`src/rtl/decimal_string_to_int_validator_macros.svh`:
```
// ----------------------------------------------------------------------------
// Assertion macros for the decimal string parser
// Immediate-implication and next-cycle-implication checks on the clock clk,
// held off while rst is high.
// ----------------------------------------------------------------------------
`ifndef DECIMAL_STRING_TO_INT_VALIDATOR_MACROS_SVH
`define DECIMAL_STRING_TO_INT_VALIDATOR_MACROS_SVH

// ante holds in a cycle -> cons holds in the same cycle
`define DSV_ASSERT_SAME(label, ante, cons) \
  label: assert property (@(posedge clk) disable iff (rst) (ante) |-> (cons)) \
    else $error("dsv check failed");

// ante holds in a cycle -> cons holds in the next cycle
`define DSV_ASSERT_NEXT(label, ante, cons) \
  label: assert property (@(posedge clk) disable iff (rst) (ante) |=> (cons)) \
    else $error("dsv check failed");

`endif

```
`src/rtl/dsv_pkg.sv`:
```
// ----------------------------------------------------------------------------
// dsv_pkg
// Types and codes shared by the decimal string parser modules.
// ----------------------------------------------------------------------------
package dsv_pkg;

  localparam logic [1:0] ST_OK       = 2'd0;
  localparam logic [1:0] ST_INVALID  = 2'd1;
  localparam logic [1:0] ST_OVERFLOW = 2'd2;

  localparam logic [7:0] CH_NUL   = 8'h00;
  localparam logic [7:0] CH_MINUS = 8'h2d;
  localparam logic [7:0] CH_ZERO  = 8'h30;
  localparam logic [7:0] CH_NINE  = 8'h39;

  // per-string control flags
  typedef struct packed {
    logic       negative;
    logic       at_first;
    logic       saw_sign;
    logic       leading_zero;
    logic [1:0] err_code;
  } flags_t;

  localparam flags_t FLAGS_RESET = '{
    negative:     1'b0,
    at_first:     1'b1,
    saw_sign:     1'b0,
    leading_zero: 1'b0,
    err_code:     ST_OK
  };

endpackage

```
`src/rtl/dsv_step.sv`:
```
// ----------------------------------------------------------------------------
// dsv_step
// Next-state logic for one character: sign, digit checks, multiply by ten
// with overflow check, and the result fields seen on a NUL.
// ----------------------------------------------------------------------------
module dsv_step
  import dsv_pkg::*;
#(
  parameter int VALUE_BITS = 32
) (
  input  logic [7:0]            ch,
  input  flags_t                flags,
  input  logic [VALUE_BITS-2:0] accum,
  output flags_t                flags_next,
  output logic [VALUE_BITS-2:0] accum_next,
  output logic [1:0]            status,
  output logic [VALUE_BITS-1:0] value
);

  localparam int PW = VALUE_BITS + 3;
  localparam logic [PW-1:0] MAX_POS = {4'b0000, {(VALUE_BITS-1){1'b1}}};

  logic [3:0]    digit;
  logic [PW-1:0] acc_ext;
  logic [PW-1:0] prod;
  logic [VALUE_BITS-1:0] mag;

  assign digit   = 4'(ch - CH_ZERO);
  assign acc_ext = {4'b0000, accum};
  // accum * 10 + digit, as shift-add
  assign prod    = (acc_ext << 3) + (acc_ext << 1) + {{(PW-4){1'b0}}, digit};

  assign mag    = {1'b0, accum};
  assign status = flags.err_code;
  always_comb begin
    if (flags.err_code != ST_OK) begin
      value = '0;
    end else if (flags.negative) begin
      value = '0 - mag;
    end else begin
      value = mag;
    end
  end

  always_comb begin
    flags_next = flags;
    accum_next = accum;
    if (ch == CH_NUL) begin
      flags_next = FLAGS_RESET;
      accum_next = '0;
    end else if (flags.err_code == ST_OK) begin
      if (ch == CH_MINUS && flags.at_first && !flags.saw_sign) begin
        flags_next.saw_sign = 1'b1;
        flags_next.negative = 1'b1;
      end else begin
        flags_next.saw_sign = 1'b1;
        if (flags.leading_zero || ch < CH_ZERO || ch > CH_NINE) begin
          flags_next.err_code = ST_INVALID;
        end else begin
          if (flags.at_first && digit == 4'd0) begin
            flags_next.leading_zero = 1'b1;
          end
          flags_next.at_first = 1'b0;
          if (prod > MAX_POS) begin
            flags_next.err_code = ST_OVERFLOW;
          end else begin
            accum_next = prod[VALUE_BITS-2:0];
          end
        end
      end
    end
  end

endmodule

```
`src/rtl/decimal_string_to_int_validator.sv`:
```
// ----------------------------------------------------------------------------
// decimal_string_to_int_validator
// Parses a NUL-terminated ASCII decimal string, one character per word, into
// a signed value with an ok / invalid / overflow status.
//
//   port group   dir  tdata fields (low bit up)
//   s_axis       in   ch[7:0]
//   m_axis       out  status[1:0], value[VALUE_BITS-1:0], zero pad to bytes
//
// One character per cycle while no NUL waits on a stalled result; the input
// register and the next-state logic around accum set that figure. A result
// is registered in the cycle after its NUL leaves the input register.
// A stalled result blocks only a following NUL; other characters keep
// flowing. rst is synchronous and returns the parser to the start of a string.
// ----------------------------------------------------------------------------
`include "decimal_string_to_int_validator_macros.svh"

module decimal_string_to_int_validator
  import dsv_pkg::*;
#(
  parameter int VALUE_BITS = 32
) (
  input  logic clk,
  input  logic rst,
  input  logic        s_tvalid,
  output logic        s_tready,
  input  logic [7:0]  s_tdata,     // ch[7:0]
  output logic        m_tvalid,
  input  logic        m_tready,
  output logic [((VALUE_BITS+2+7)/8)*8-1:0] m_tdata  // status[1:0], value
);

  logic                  in_valid;
  logic [7:0]            in_ch;
  logic                  advance;
  logic                  in_nul;

  flags_t                flags;
  flags_t                flags_next;
  logic [VALUE_BITS-2:0] accum;
  logic [VALUE_BITS-2:0] accum_next;

  logic [1:0]            res_status;
  logic [VALUE_BITS-1:0] res_value;
  logic [1:0]            out_status;
  logic [VALUE_BITS-1:0] out_value;

  assign in_nul   = (in_ch == CH_NUL);
  // a NUL word needs the result register free; other words always move on
  assign advance  = in_valid && (!in_nul || !m_tvalid || m_tready);
  assign s_tready = !in_valid || advance;

  always_ff @(posedge clk) begin
    if (rst) begin
      in_valid <= 1'b0;
    end else if (s_tready) begin
      in_valid <= s_tvalid;
    end
  end

  always_ff @(posedge clk) begin
    if (s_tready && s_tvalid) begin
      in_ch <= s_tdata;
    end
  end

  dsv_step #(
    .VALUE_BITS(VALUE_BITS)
  ) u_step (
    .ch         (in_ch),
    .flags      (flags),
    .accum      (accum),
    .flags_next (flags_next),
    .accum_next (accum_next),
    .status     (res_status),
    .value      (res_value)
  );

  always_ff @(posedge clk) begin
    if (rst) begin
      flags <= FLAGS_RESET;
      accum <= '0;
    end else if (advance) begin
      flags <= flags_next;
      accum <= accum_next;
    end
  end

  always_ff @(posedge clk) begin
    if (rst) begin
      m_tvalid <= 1'b0;
    end else if (advance && in_nul) begin
      m_tvalid <= 1'b1;
    end else if (m_tready) begin
      m_tvalid <= 1'b0;
    end
  end

  always_ff @(posedge clk) begin
    if (advance && in_nul) begin
      out_status <= res_status;
      out_value  <= res_value;
    end
  end

  always_comb begin
    m_tdata                   = '0;
    m_tdata[1:0]              = out_status;
    m_tdata[2 +: VALUE_BITS]  = out_value;
  end

  `DSV_ASSERT_SAME(a_no_status_three, m_tvalid, out_status != 2'd3)
  `DSV_ASSERT_SAME(a_value_zero_on_error, m_tvalid && out_status != ST_OK, out_value == '0)
  `DSV_ASSERT_SAME(a_first_means_empty_accum, flags.at_first || flags.leading_zero,
                   accum == '0)
  `DSV_ASSERT_NEXT(a_error_freezes_accum,
                   advance && !in_nul && flags.err_code != ST_OK, $stable(accum))

endmodule

```
`config.mk`:
```
export PLATFORM = sky130hd
export DESIGN_NAME = decimal_string_to_int_validator
export DESIGN_NICKNAME = d
export VERILOG_FILES = /design/src/rtl/dsv_pkg.sv /design/src/rtl/dsv_step.sv /design/src/rtl/decimal_string_to_int_validator.sv
export VERILOG_INCLUDE_DIRS = /design/src /design/src/rtl
export SDC_FILE = /design/constraint.sdc
export NUM_CORES = 1
export LEC_CHECK = 0
export BUFFER_PORTS_ARGS = -buffer_cell sky130_fd_sc_hd__buf_2
export CAP_MARGIN = 20
export CORE_ASPECT_RATIO = 0.75
export CORE_MARGIN = 1.5
export CORE_UTILIZATION = 55
export CTS_CLUSTER_SIZE = 40
export DETAILED_ROUTE_END_ITERATION = 10
export GPL_TIMING_DRIVEN = 0
export HOLD_SLACK_MARGIN = 0.06
export PLACE_DENSITY = 0.75
export REMOVE_ABC_BUFFERS = 1
export SLEW_MARGIN = 20
export SYNTH_ARGS = -nofsm -noshare
export SYNTH_HDL_FRONTEND = slang
export SYNTH_SLANG_ARGS = --single-unit
```
`constraint.sdc`:
```
create_clock -name clk -period 4.1 [get_ports clk]
set_input_delay 0.82 -clock clk [delete_from_list [all_inputs] [get_ports clk]]
set_output_delay 0.82 -clock clk [all_outputs]
set_load 0.01 [all_outputs]
```
Yosys cells after proc, flatten, opt, wreduce, memory -nomap -nowiden --
Cells that the tools add are included.
Word-level totals: flip-flop bits (word level) 81, output and inout port bits 42, bits of input ports 12
Operators by class: equality and inequality tests 4, mux-type cells 18, $lt $le $gt $ge 3, bitwise gates (word level) 1, reductions and logical operators 31, add/sub/neg operators 4
Operators by type and width (count):
- 31-bit two-way mux | 6
- 34-bit by 32-bit adder with 35-bit output | 1
- 35-bit by 4-bit adder with 35-bit output | 1
- 35-bit by 31-bit > comparator with 1-bit output, second input constant | 1
- 1-bit by 31-bit subtractor with 32-bit output, first input constant | 1
- 6-bit two-way mux | 2
- 5-bit AND reduction | 2
- 2-bit nonzero test | 5
- 8-bit by 6-bit equality test with 1-bit output, second input constant | 1
- 8-bit by 6-bit > comparator with 1-bit output, second input constant | 1
- 8-bit zero test | 1
- 8-bit by 6-bit less-than comparator with 1-bit output, second input constant | 1
- 4-bit AND reduction | 2
- 1-bit two-way mux | 7
- 1-bit logical AND | 6
- 2-bit inequality test, second input constant | 3
- 1-bit logical OR | 5
- 1-bit zero test | 4
- 4-bit zero test | 1
- 2-bit two-way mux | 2
- 4-bit by 1-bit subtractor with 4-bit output, second input constant | 1
- 3-bit two-way mux | 1
- 3-bit AND reduction | 1
- 3-bit nonzero test | 1
- other kinds (4) | 4

Depth between registers and ports, before layout --
depth in word-level cells 8, depth in mapped cells 13, gate-level depth less buffers 12

Cells and area by module --
A second synthesis with hierarchy kept.
Unflattened totals: cell total of the unflattened synthesis 903, area total of the unflattened synthesis 7542.2 um2
By module, submodules not included:
- dsv_step | seq. area each 0.0 um2, cells each 579, area an instance 3911.3 um2, times used 1
- decimal_string_to_int_validator | seq. area each 2042.0 um2, cells each 324, area an instance 3631.0 um2, times used 1

Worst setup path after synthesis --
OpenSTA, ideal clock, no wires.
path type register to register, start point register accum[9], end point register accum[28], data required time 3973 ps, arrival 2944 ps, slack 1029 ps, library setup time 127 ps, stages on the path, launching flop included 13, period minus slack after synthesis 3071 ps, cells stage by stage dfxtp_1 ha_1 ha_1 buf_2 a21o_1 a21o_1 a2111oi_0 o211ai_1 mux2i_1 or2_2 nand4_1 buf_2 o22ai_1
Between the ends: longest elaborated chain between the ends 7, elaborated cells between the ends (all ways) 10
Ends and longest elaborated chain:
- from (decl) | line decimal_string_to_int_validator.sv:40 | logic [VALUE_BITS-2:0] accum;
- from (signal assigned) | line decimal_string_to_int_validator.sv:85 | accum <= accum_next;
- 34-bit by 32-bit adder with 35-bit output (*) | line dsv_step.sv:31 | assign prod = (acc_ext << 3) + (acc_ext << 1) + {{(PW-4){1'b0}}, digit};
- 35-bit by 4-bit adder with 35-bit output (*) | line dsv_step.sv:31
- branches (longest 5 deep; another with 35-bit by 31-bit > comparator with 1-bit output)
Mark *: on every way between the ends. The select of a mux whose other input is x is not followed. A chain may end at the register's enable or synchronous reset.

Worst setup path after layout --
Same ends and word-level chain as after synthesis.

==> out/qor.csv <==
metric,value,unit
die_y,91.9,µm
vias_per_cell,5.95,
coreArea,10300,µm²
final.min_clock_period,3.82,ns
grt-ovfl-total,0,
ios,54,
synthFlopType,edfxtp_1,
finClkSkew,0.00729,ns
syn2layout_area_growth,11.9,%
worstPathRequired,4.30,ns
busiest_layer,met2,
worst_pin_slew,0.983,ns
reg2reg_depth,12,
synthCells,652,
cts_buffers,9,
cpMaxStageDelayCell,a2111oi_1,
grtUsageMet2,0.373,
cts.sinks,81,
critPathArrivalTime,4.02,ns
dieArea,11200,µm²
mostFrequentLayoutCells,"nor2_1 (62), ha_1 (62), nand2_1 (50)",
synth_edf_count,42,
seqCellArea,2040,µm²
grtUsageMet1,0.344,
power_density,274,nW/µm²
hold_violations,0,
fmaxAchievable,0.262,GHz
relSlewSlack,0.342,
async_reset_ff_frac,0,
layoutNonFillerInstCount,828,
place_hpwl,10000,µm
endpoint_kind,flop,
antenna_found_initial,0,
drc_errors,0,
grt_use_met3,0.0386,
wl,13400,µm
drive_gt1_frac,0.118,
rsz0062_at_grt,no,
hold_depth,0,
yosys_warnings,0,
min_path_type,flop to flop,
vias,4927,
synth.area.top_cells,"edfxtp_1 (22%), dfxtp_1 (13%), ha_1 (13%), xnor2_1 (6.3%), nor2_1 (4.0%)",
synth_top_area_frac,0.217,
nets,763,
pre_cts_slack,0.0320,ns
cp_top_family,compound AO/OA/AOI/OAI gates,
diodes,0,
ys_seq_area_frac,0.352,
slowest_delay,0.66,ns
gp_congestion,0.945,
slew_violations,0,
synth_cell_type_count,65,
grt_max_degree,35,
crit_chain,"ha_1, ha_1, a21o_1, a21o_1, a2111oi_1, o211ai_1, mux2i_1, or2_2, nand4_1, buf_6, buf_8, o22ai_1",
initial_core_util,0.564,
wl_per_cell,16.2,µm
cts_buffer_depth,2,
r2r_setup_slack,0.28,ns
setup_ws,0.279,ns
cts-root-buf,clkbuf_16,
grt_usage,0.241,
cts_tree,built,
grt_pass1_wl,21700,µm
critPathKind,flop to flop,
fin_crit_sh,0.932,
cap_violations,0,
crit_fanout,16,
ant_nets,0,
rr_startpoint,accum[9]$_SDFFE_PP0P_,
timing.hold.worst.start,flags[1]$_SDFFE_PP0P_,
leakage,2.83,nW
netlist_area,5800,µm²
die_w,122,µm
worst_ir_drop_vdd,232,µV
place_inst,811,
grt_pass1_vias,4515,
setup_viol,0,
start_kind,flop,
min_to,out_status[1]$_DFFE_PP_,
clock_latency,0.33,ns
status,"finished, final reports clean",
avgSynthCellArea,8.90,µm²
regToRegEndpoint,accum[28]$_SDFFE_PP0P_,
num_rows,32,
multi_input_area,3460,µm²
fillCellCount,846,
synth_seq_cells,81,
dr.first_iter.drc_count,401,
ctsHtreeMaxLevel,3,
synth_area_leader_cell,edfxtp_1,
portBuffers,47,
first_pass_iters,5,
clk_pin_slew,0.06,ns
cp.buffers_inverters,2,
Yosys cell counts, drive strengths merged, types with 3 or more instances:
master,count
a2111oi,3
a211oi,4
a21o,11
a21oi,37
a31oi,8
and2,3
and3,3
buf,15
clkbuf,18
dfxtp,39
edfxtp,42
ha,62
inv,46
nand2,50
nand2b,9
nand3,17
nand4,11
nor2,62
nor2b,4
nor3,15
nor3b,4
nor4,5
o211ai,9
o21a,5
o21ai,32
o21bai,5
o22ai,31
o31ai,11
o41ai,3
or3,7
xnor2,42
xor2,10
power by group:
| part | total [mW] | leakage [nW] | internal [mW] | switching, mW |
|---|---|---|---|---|
| sequential | 0.866 | 0.709 | 0.856 | 0.00915 |
| combinational | 0.0589 | 1.97 | 0.0210 | 0.0379 |
| clock | 0.854 | 0.150 | 0.534 | 0.320 |
| total | 1.78 | 2.83 | 1.41 | 0.367 |
layer usage:
layer | vias to the layer above | wire length, µm
li1 | 2439 | -
met1 | 2291 | 6360
met2 | 167 | 5970
met3 | 30 | 811
met4 | 0 | 263
met5 | - | 0
metrics by stage:
stage	setup TNS, ns	utilization	power (mW)	hold WS (ns)	area [µm²]
2_1_floorplan	0	-	0.915	0.446	5660
3_5_place_dp	0	0.597	0.939	0.471	6140
3_3_place_gp	-28.58	0.589	0.933	0.466	6060
4_1_cts	0	0.628	1.78	0.485	6460
5_1_grt	0	0.631	1.82	0.503	6490
6_report	0	0.631	1.78	0.489	6490
kinds of logic after synthesis:
group                    share of synthesized area
flip-flops                                   0.352
multiplexers                               0.00345
AND/OR/NAND/NOR                              0.166
adder cells (fa/ha/maj)                      0.141
buffers and inverters                       0.0587
AO/OA/AOI/OAI                                0.200
XOR/XNOR                                    0.0785
other                                     0.000646
sequential cells by signal (all words and copies together) (netlist names):
register	flops
accum	31
flags	6
in_ch	8
in_valid	1
m_tvalid	1
out_status	2
out_value	32
worst max-delay path by stage:
stage	startpoint	to	slack [ns]	cells after the start
after floorplan	accum[2]$_SDFFE_PP0P_	accum[10]$_SDFFE_PP0P_	0.28	11
after global placement	accum[9]$_SDFFE_PP0P_	accum[18]$_SDFFE_PP0P_	-0.97	10
after detailed placement	accum[2]$_SDFFE_PP0P_	accum[28]$_SDFFE_PP0P_	0.03	13
after CTS	accum[2]$_SDFFE_PP0P_	accum[28]$_SDFFE_PP0P_	0.007	13
after global routing	accum[7]$_SDFFE_PP0P_	accum[30]$_SDFFE_PP0P_	0.12	12
final	accum[9]$_SDFFE_PP0P_	accum[28]$_SDFFE_PP0P_	0.28	12
area by class of cell:
| type | count | area share |
|---|---|---|
| Multi-Input combinational cell | 496 | 0.533 |
| Timing Repair Buffer | 52 | 0.0499 |
| Inverter | 47 | 0.0272 |
| Clock inverter | 5 | 0.0125 |
| Tap cell | 136 | 0.0262 |
| Sequential cell | 81 | 0.315 |
| Clock buffer | 11 | 0.0359 |
repair_timing:
| item | CTS | global route |
|---|---|---|
| hold buffers | 0 | 0 |
| buffers inserted | 0 | 1 |
| resized for setup | 0 | 3 |
| setup endpoints to repair | 0 | 30 |
Power figures use the tool's default switching activity.
